$ cat src/rtl/core/iodcs_pkg.sv
// package for the debounce and contactor supervisor block
// types, register codes, reset values and counter step functions
// no dependencies
`default_nettype none

package iodcs_pkg;

  localparam int COUNT_WIDTH   = 4;
  localparam int CFG_WIDTH     = 4;
  localparam int CHECK_WIDTH   = 4;
  localparam int NUM_DEBOUNCED = 6;
  localparam int NUM_INPUTS    = 8;
  localparam int CFG_IDX_WIDTH = 2;
  localparam int CNT_EXT_WIDTH = (COUNT_WIDTH > CFG_WIDTH) ? COUNT_WIDTH : CFG_WIDTH;

  localparam logic [COUNT_WIDTH-1:0] COUNT_MAX = '1;

  // raw level bit 2 is the only active-high one
  localparam logic [NUM_DEBOUNCED-1:0] ACTIVE_HIGH_MASK = 6'b000100;

  localparam logic [CFG_IDX_WIDTH-1:0] REG_DEBOUNCE_LIMIT     = 2'd0;
  localparam logic [CFG_IDX_WIDTH-1:0] REG_FILTER_CHECK_TICKS = 2'd1;
  localparam logic [CFG_IDX_WIDTH-1:0] REG_OUTPUT_CHECK_TICKS = 2'd2;

  localparam logic [CFG_WIDTH-1:0] DEBOUNCE_LIMIT_RST     = 4'd3;
  localparam logic [CFG_WIDTH-1:0] FILTER_CHECK_TICKS_RST = 4'd6;
  localparam logic [CFG_WIDTH-1:0] OUTPUT_CHECK_TICKS_RST = 4'd10;

  typedef struct packed {
    logic [NUM_INPUTS-1:0] raw_levels;
    logic                  filter_close_cmd;
    logic                  output_close_cmd;
  } in_item_t;

  typedef struct packed {
    logic [NUM_INPUTS-1:0] input_flags;
    logic                  emergency_clear;
    logic                  filter_fault;
    logic                  output_fault;
  } out_item_t;

  typedef struct packed {
    logic [COUNT_WIDTH-1:0] count;
    logic                   top_hit;
    logic                   bottom_hit;
  } db_step_t;

  typedef struct packed {
    logic [CHECK_WIDTH-1:0] count;
    logic                   top_hit;
    logic                   bottom_hit;
  } chk_step_t;

  // saturating up/down step of a debounce counter
  function automatic db_step_t db_step(input logic [COUNT_WIDTH-1:0] cnt,
                                       input logic up,
                                       input logic [COUNT_WIDTH-1:0] top);
    db_step_t          r;
    logic [COUNT_WIDTH:0] n;
    r = '0;
    n = {1'b0, cnt} + {{COUNT_WIDTH{1'b0}}, 1'b1};
    if (up) begin
      if (n >= {1'b0, top}) begin
        r.count   = top;
        r.top_hit = 1'b1;
      end else begin
        r.count = n[COUNT_WIDTH-1:0];
      end
    end else if (cnt <= COUNT_WIDTH'(1)) begin
      r.count      = '0;
      r.bottom_hit = 1'b1;
    end else begin
      r.count = cnt - COUNT_WIDTH'(1);
    end
    return r;
  endfunction

  // saturating up/down step of a supervisor check counter
  function automatic chk_step_t chk_step(input logic [CHECK_WIDTH-1:0] cnt,
                                         input logic up,
                                         input logic [CHECK_WIDTH-1:0] top);
    chk_step_t            r;
    logic [CHECK_WIDTH:0] n;
    r = '0;
    n = {1'b0, cnt} + {{CHECK_WIDTH{1'b0}}, 1'b1};
    if (up) begin
      if (n >= {1'b0, top}) begin
        r.count   = top;
        r.top_hit = 1'b1;
      end else begin
        r.count = n[CHECK_WIDTH-1:0];
      end
    end else if (cnt <= CHECK_WIDTH'(1)) begin
      r.count      = '0;
      r.bottom_hit = 1'b1;
    end else begin
      r.count = cnt - CHECK_WIDTH'(1);
    end
    return r;
  endfunction

endpackage

`default_nettype wire

$ cat src/rtl/core/io_debounce_contactor_supervisor_unit.sv
// top level of the input debounce and contactor feedback supervisor
// depends on iodcs_pkg for item types, register codes and counter steps
//
// usage:
//   one input transfer is one sampling tick: eight raw pin levels plus the
//   filter and output contactor commands. every tick yields exactly one
//   result transfer: debounced flags, emergency clear and two sticky faults.
//   the result is registered and valid in the cycle after the input transfer;
//   throughput is one tick per clock, set by the single result register, which
//   is loaded whenever it is empty or being taken in the same cycle.
//   in_stall is high only while a result is held and out_stall is high, so
//   a stalled receiver holds the result steady and backs up the input side.
//   config writes (cfg_wr_en, cfg_index, cfg_data) take effect the next
//   cycle; unknown indexes are ignored.
//   reset clears all counters, flags and faults, drops out_valid and loads
//   the register reset values 3, 6 and 10. faults clear only on reset.
`default_nettype none

module io_debounce_contactor_supervisor_unit (
  input  wire logic                          clk,
  input  wire logic                          rst,
  input  wire logic                          in_valid,
  output      logic                          in_stall,
  input  wire iodcs_pkg::in_item_t           in_data,
  output      logic                          out_valid,
  input  wire logic                          out_stall,
  output      iodcs_pkg::out_item_t          out_data,
  input  wire logic                          cfg_wr_en,
  input  wire logic [iodcs_pkg::CFG_IDX_WIDTH-1:0] cfg_index,
  input  wire logic [iodcs_pkg::CFG_WIDTH-1:0]     cfg_data
);

  import iodcs_pkg::*;

  logic [CFG_WIDTH-1:0]     debounce_limit;
  logic [CFG_WIDTH-1:0]     filter_check_ticks;
  logic [CFG_WIDTH-1:0]     output_check_ticks;

  logic [COUNT_WIDTH-1:0]   debounce_counts [NUM_DEBOUNCED];
  logic [COUNT_WIDTH-1:0]   debounce_counts_next [NUM_DEBOUNCED];
  logic [NUM_DEBOUNCED-1:0] debounced_bits;
  logic [NUM_DEBOUNCED-1:0] debounced_bits_next;
  logic [CHECK_WIDTH-1:0]   filter_check_count;
  logic [CHECK_WIDTH-1:0]   output_check_count;
  logic [1:0]               fault_bits;
  logic [1:0]               fault_bits_next;

  logic                     accept;
  logic [CNT_EXT_WIDTH-1:0] limit_ext;
  logic [COUNT_WIDTH-1:0]   limit;
  logic [NUM_DEBOUNCED-1:0] active;
  db_step_t                 db_res [NUM_DEBOUNCED];
  chk_step_t                filt_res;
  chk_step_t                outp_res;
  out_item_t                result;

  assign in_stall = out_valid && out_stall;
  assign accept   = in_valid && !in_stall;

  // config registers
  always_ff @(posedge clk) begin
    if (rst) begin
      debounce_limit     <= DEBOUNCE_LIMIT_RST;
      filter_check_ticks <= FILTER_CHECK_TICKS_RST;
      output_check_ticks <= OUTPUT_CHECK_TICKS_RST;
    end else if (cfg_wr_en) begin
      case (cfg_index)
        REG_DEBOUNCE_LIMIT:     debounce_limit     <= cfg_data;
        REG_FILTER_CHECK_TICKS: filter_check_ticks <= cfg_data;
        REG_OUTPUT_CHECK_TICKS: output_check_ticks <= cfg_data;
        default: ;
      endcase
    end
  end

  // limit saturated to the counter range
  always_comb begin
    limit_ext = CNT_EXT_WIDTH'(debounce_limit);
    if (limit_ext > CNT_EXT_WIDTH'(COUNT_MAX)) begin
      limit = COUNT_MAX;
    end else begin
      limit = COUNT_WIDTH'(limit_ext);
    end
  end

  assign active = in_data.raw_levels[NUM_DEBOUNCED-1:0] ^ ~ACTIVE_HIGH_MASK;

  always_comb begin
    for (int k = 0; k < NUM_DEBOUNCED; k++) begin
      db_res[k]               = db_step(debounce_counts[k], active[k], limit);
      debounce_counts_next[k] = db_res[k].count;
      if (db_res[k].top_hit) begin
        debounced_bits_next[k] = 1'b1;
      end else if (db_res[k].bottom_hit) begin
        debounced_bits_next[k] = 1'b0;
      end else begin
        debounced_bits_next[k] = debounced_bits[k];
      end
    end
  end

  // supervisors use the aux flags updated this tick
  always_comb begin
    filt_res = chk_step(filter_check_count, !in_data.filter_close_cmd,
                        filter_check_ticks);
    outp_res = chk_step(output_check_count, !in_data.output_close_cmd,
                        output_check_ticks);
    fault_bits_next = fault_bits;
    if ((filt_res.top_hit && debounced_bits_next[4]) ||
        (filt_res.bottom_hit && !debounced_bits_next[4])) begin
      fault_bits_next[0] = 1'b1;
    end
    if ((outp_res.top_hit && debounced_bits_next[5]) ||
        (outp_res.bottom_hit && !debounced_bits_next[5])) begin
      fault_bits_next[1] = 1'b1;
    end
  end

  always_comb begin
    result.input_flags     = {~in_data.raw_levels[NUM_INPUTS-1:NUM_DEBOUNCED],
                              debounced_bits_next};
    result.emergency_clear = !debounced_bits_next[0];
    result.filter_fault    = fault_bits_next[0];
    result.output_fault    = fault_bits_next[1];
  end

  // tick state
  always_ff @(posedge clk) begin
    if (rst) begin
      for (int k = 0; k < NUM_DEBOUNCED; k++) begin
        debounce_counts[k] <= '0;
      end
      debounced_bits     <= '0;
      filter_check_count <= '0;
      output_check_count <= '0;
      fault_bits         <= '0;
    end else if (accept) begin
      for (int k = 0; k < NUM_DEBOUNCED; k++) begin
        debounce_counts[k] <= debounce_counts_next[k];
      end
      debounced_bits     <= debounced_bits_next;
      filter_check_count <= filt_res.count;
      output_check_count <= outp_res.count;
      fault_bits         <= fault_bits_next;
    end
  end

  // result register
  always_ff @(posedge clk) begin
    if (rst) begin
      out_valid <= 1'b0;
    end else if (accept) begin
      out_valid <= 1'b1;
    end else if (!out_stall) begin
      out_valid <= 1'b0;
    end
  end

  always_ff @(posedge clk) begin
    if (accept) begin
      out_data <= result;
    end
  end

  a_fault_sticky: assert property (@(posedge clk) disable iff (rst)
    (fault_bits[0] |=> fault_bits[0]) and (fault_bits[1] |=> fault_bits[1]))
    else $error("supervisor fault cleared without reset");

  a_stall_only_when_full: assert property (@(posedge clk) disable iff (rst)
    in_stall |-> out_valid)
    else $error("input stalled with result register empty");

  a_transfer_gives_result: assert property (@(posedge clk) disable iff (rst)
    (in_valid && !in_stall) |=> out_valid)
    else $error("accepted tick produced no result");

  a_estop_matches_flag: assert property (@(posedge clk) disable iff (rst)
    out_valid |-> (out_data.emergency_clear == !out_data.input_flags[0]))
    else $error("emergency clear disagrees with flag 1");

  a_fault_matches_state: assert property (@(posedge clk) disable iff (rst)
    (in_valid && !in_stall) |=>
      (out_data.filter_fault == fault_bits[0]) &&
      (out_data.output_fault == fault_bits[1]))
    else $error("reported faults differ from fault state");

endmodule

`default_nettype wire

$ cat config.mk
export PLATFORM = sky130hd
export DESIGN_NAME = io_debounce_contactor_supervisor_unit
export DESIGN_NICKNAME = d
export VERILOG_FILES = /design/src/rtl/core/iodcs_pkg.sv /design/src/rtl/core/io_debounce_contactor_supervisor_unit.sv
export SDC_FILE = /design/constraint.sdc
export NUM_CORES = 1
export LEC_CHECK = 0
export BUFFER_PORTS_ARGS = -buffer_cell sky130_fd_sc_hd__buf_2
export CAP_MARGIN = 20
export CORE_MARGIN = 2
export CORE_UTILIZATION = 45
export CTS_CLUSTER_SIZE = 25
export DETAILED_ROUTE_END_ITERATION = 10
export PLACE_DENSITY = 0.63
export SLEW_MARGIN = 20
export SYNTH_ARGS = -nofsm -noshare
export SYNTH_HDL_FRONTEND = slang
export SYNTH_SLANG_ARGS = --single-unit
$ cat constraint.sdc
create_clock -name clk -period 6.09 [get_ports clk]
set_input_delay 0 -clock clk [delete_from_list [all_inputs] [get_ports clk]]
set_output_delay 0 -clock clk [all_outputs]
set_load 0.05 [all_outputs]
# Word-level counts from Yosys, hierarchy flattened
# Memory sizes are Yosys's and may differ from the RTL's.
# Cells that the tools add are included.
# word_totals
out_inout_bits	13
n_memories	1
ram_bits	24
word_cells	157
inputBits	21
regBits	40
# op_classes
bitwise_logic	8
order_cmp	17
n_mux	84
n_eq_ne	3
addsub	16
reduce_logical	16
# mem_list
memory	depth	word_bits	read_ports	rd_ports_with_merged_regs	wr	line	source
debounce_counts	6	4	6	0	6	io_debounce_contactor_supervisor_unit.sv:39	logic [COUNT_WIDTH-1:0] debounce_counts [NUM_DEBOUNCED];
# op_table
operator	count
4-bit 2-to-1 mux	31
1-bit 2-to-1 mux	53
4-bit by 1-bit adder with 5-bit output, second input constant	8
5-bit by 4-bit greater-or-equal comparator with 1-bit output	8
4-bit by 1-bit less-or-equal comparator with 1-bit output, second input constant	8
4-bit by 1-bit subtractor with 4-bit output, second input constant	8
1-bit logical AND	6
1-bit OR	6
2-bit AND reduction	3
5-bit inverter	1
4-bit greater-than comparator, second input constant	1
1-bit logical NOT	4
2-bit by 1-bit equality test with 1-bit output, second input constant	1
2-bit equality test, second input constant	1
2-bit logical NOT	1
1-bit logical OR	2
2-bit by 1-bit inequality test with 1-bit output, second input constant	1
2-bit inverter	1

# Longest topological paths before layout
# depth
depth_word	10
depth_mapped	10

# Worst setup path before layout
# No wires, ideal clock.
# synth_timing
path_kind	reg2reg
start	memory debounce_counts[2][0]
end	memory debounce_counts[2][0] (data pin)
period_less_slack_ns	2.428
t_required_ns	5.948
setup_slack_ns	3.662
path_stages_with_launch	10
t_arrival_ns	2.286
path_cell_list	edfxtp_1 -> ha_1 -> xor2_1 -> ha_1 -> o21ai_0 -> or2b_2 -> a32o_1 -> buf_6 -> a211o_1 -> a21oi_2
# synth_lines
item	line
from (decl)	io_debounce_contactor_supervisor_unit.sv:39

==> flow_metrics.py <==
metrics = {
    "pwr": {
        "power_per_cell_area_nw_per_um2": 262.8,
        "vdd.ir_drop.worst_v": 0.0001123,
        "leakage_nw": 2.216,
    },
    "layout": {
        "finalNetCount": 618,
        "diodes": 0,
        "area_growth_pct": 12.52,
        "layout-drive-gt1-share_pct": 11.54,
        "fill_cells": 965,
    },
    "hold_path": {
        "hp-class": "primary input to flop",
    },
    "sta": {
        "rsz0062_at_grt": "no",
        "relSlewSlack_pct": 37.32,
        "finClkSkew_ns": 0.01425,
        "hold_viol": 0,
        "period_needed_ns": 2.666,
        "fmax_mhz": 375.0,
        "setup_viol": 0,
        "fin_crit_sh_pct": 43.78,
        "finalSetupTns_ns": 0,
        "hold-worst-slack_ns": 0.1009,
        "drv_slew": 0,
        "worst_slew_pin_slew_ns": 0.9382,
    },
    "die": {
        "rows": 37,
        "die_w_um": 105.5,
        "start_util_pct": 45.53,
        "dieHeight_um": 105.5,
        "core_area_um2": 10180,
        "io_pins": 34,
        "die_area_um2": 11130,
    },
    "synth": {
        "yosys.area.top_type": "edfxtp_1",
        "synth_top_area_share_pct": 22.67,
        "syn_avg_cell_area_um2": 9.164,
        "syn_area_um2": 4637,
        "yosysWarnings": 0,
        "yosysUniqueCellTypes": 50,
        "ys_ff_latch": 64,
        "synth_ff_type": "edfxtp_1",
        "syn_inst": 506,
        "ys_seq_area_share_pct": 35.19,
        "async_reset_ff_share_pct": 0,
        "synth_area_leaders": "edfxtp_1 23%, ha_1 15%, dfxtp_1 13%, mux2i_1 4.1%, o21ai_0 3.5%",
        "syn-num-nets": 583,
        "synth_edf_count": 35,
    },
    "clocking": {
        "htreeDepth": 3,
        "insertion_delay_ns": 0.35,
        "cts-root-buf": "clkbuf_8",
        "tritoncts.num_buffers": 9,
        "cts_tree": "yes",
        "cts_buffer_depth": 2,
        "path_clk_slew_ns": 0.07,
        "clock_sinks": 64,
        "cts-resized-gates": 0,
    },
    "worst_setup_path": {
        "worstPathRequired_ns": 6.29,
        "cp_max_fo": 9,
        "crit_type": "flop to flop",
        "critical_path.endpoint_type": "flop",
        "start_kind": "flop",
        "crit_arrival_ns": 2.86,
    },
    "place": {
        "dp_hpwl_mm": 7.283,
        "gp_congestion": 0.8315,
        "port_buffers": 33,
    },
    "route": {
        "wirelength_mm": 10.49,
        "drcViolationCount": 0,
        "ant_nets": 0,
        "routedWlPerCell_um": 15.38,
        "num_vias": 3832,
        "dr.first_iter.drc_count": 201,
        "viasPerCell": 5.619,
        "dr.pass1.iters": 4,
    },
    "grt": {
        "antenna_found_initial": 0,
        "grt_overflow": 0,
        "grt_pass1_wl_mm": 17.59,
        "track_usage_pct": 19.74,
        "grt_max_degree": 34,
        "grt_pass1_vias": 3788,
    },
    "status": {
        "status": "finished clean",
    },
    "flow_run": {
        "maxCapViolCount": 0,
    },
}
-- path summary, 6_finish.rpt --
kind                                             from                     to  slack (ns)  depth (start not counted)
worst max-delay path            debounce_counts[2][0]  debounce_counts[2][0]        3.42                          8
worst min-delay path                       in_data[4]      debounced_bits[2]        0.10                          3
worst max register to register  debounce_counts[2][0]  debounce_counts[2][0]        3.42                          8
worst min register to register      debounced_bits[5]      debounced_bits[5]        0.48                          2
-- sequential cells by signal, indices dropped and copies added, names as in the netlist --
name	flops
output_check_ticks	4
out_data	11
filter_check_count	4
filter_check_ticks	4
debounce_counts	24
fault_bits	2
debounced_bits	6
output_check_count	4
debounce_limit	4
out_valid	1
-- layout by cell type, fill, tap and decap left out, types with 18 or more instances in the layout --
cell type / instances
buf_2: 33
nor2_1: 33
inv_1: 41
edfxtp_1: 35
nand2_1: 25
nand3_1: 27
a21oi_1: 28
ha_1: 56
xnor2_1: 18
mux2i_1: 19
dfxtp_1: 29
o21ai_0: 32
-- layout make-up --
type                    instances  area [um2]  area share (%)
multi-input cells             378        2755           52.81
flip-flops and latches         64        1632           31.27
clock inverters                 3       17.52          0.3357
clock buffers                  13       191.4           3.669
repair buffers                 47       297.8           5.707
inverters                      41       153.9           2.950
well taps                     136       170.2           3.261
-- layer usage --
layer  global-route usage (%)  share of wire [%]  up-vias  wire length [um]
met2                    32.81                 48       67              5062
met3                    3.401                3.3       19               342
met4                    9.868                2.7        0               279
li1                         -                  -     1927                 -
met5                        0                  0        -                 0
met1                    24.69                 46     1819              4808
-- synthesized netlist by cell type (2+ instances only) --
cell and n:
xnor2_1 18, inv_1 41, o22ai_1 5, nor2b_1 3, a21bo_2 4, xor2_1 8
a31oi_1 10, a2111oi_2 3, a211oi_1 3, nand3_1 27, o211a_1 2, and2_1 3
buf_2 2, o211ai_1 2, nand3b_1 5, nor3_1 17, o32ai_1 3, a32o_1 2
nor4_1 2, o21a_1 11, a21oi_1 28, o21ai_0 32, a21o_1 2, clkbuf_1 20
a211o_1 5, dfxtp_1 29, nand4_1 2, nand2b_1 14, nor2_1 33, o31ai_1 5
a221oi_1 8, mux2i_1 19, nand2_1 25, a311oi_1 4, edfxtp_1 35, or3_1 2
or4_1 4, ha_1 56
-- worst max-delay path, cell delays in order, from the launching register on --
cell and delay, ns:
edfxtp_1 0.51, ha_1 0.28, xor2_1 0.18, ha_1 0.26, o21ai_0 0.18, or2b_2 0.33
a32o_1 0.32, a211o_1 0.34, a21oi_2 0.12
-- per-stage QoR --
step | cells | setup WS (ns) | power [mW] | cell area [um2] | util, %
after CTS | 682 | 3.440 | 1.382 | 5218 | 51.23
after floorplan | 506 | 3.662 | 0.9009 | 4637 | -
after global placement | 655 | 3.558 | 0.9813 | 4898 | 48.10
final | 682 | 3.424 | 1.371 | 5218 | 51.23
after global routing | 682 | 3.260 | 1.459 | 5218 | 51.23
after detailed placement | 655 | 3.465 | 0.9928 | 4898 | 48.10
-- logic make-up (layout without fill, tap and decap cells) --
family,count (synthesis),count (layout),synth area share (%)
compound gates,136,136,20.05
xor+xnor,26,26,4.911
fa+ha+maj,56,56,15.11
buf+inv,64,104,5.397
flops,64,64,35.19
mux,19,19,4.101
simple gates,141,141,15.25
-- power by group --
group          internal (mW)  total, mW  switching, mW  leakage (nW)
Sequential             0.505      0.552         0.0472         0.609
Clock                  0.208      0.378          0.170         0.111
Combinational          0.184      0.441          0.257          1.50
Total                  0.897       1.37          0.475          2.22
-- repair_timing --
item	in CTS	in global routing
setup buffers	0	0
setup endpoints to repair	0	0
hold endpoints to repair	18	0
hold buffers	11	0
Note: power is estimated with default switching activity, not from simulation.
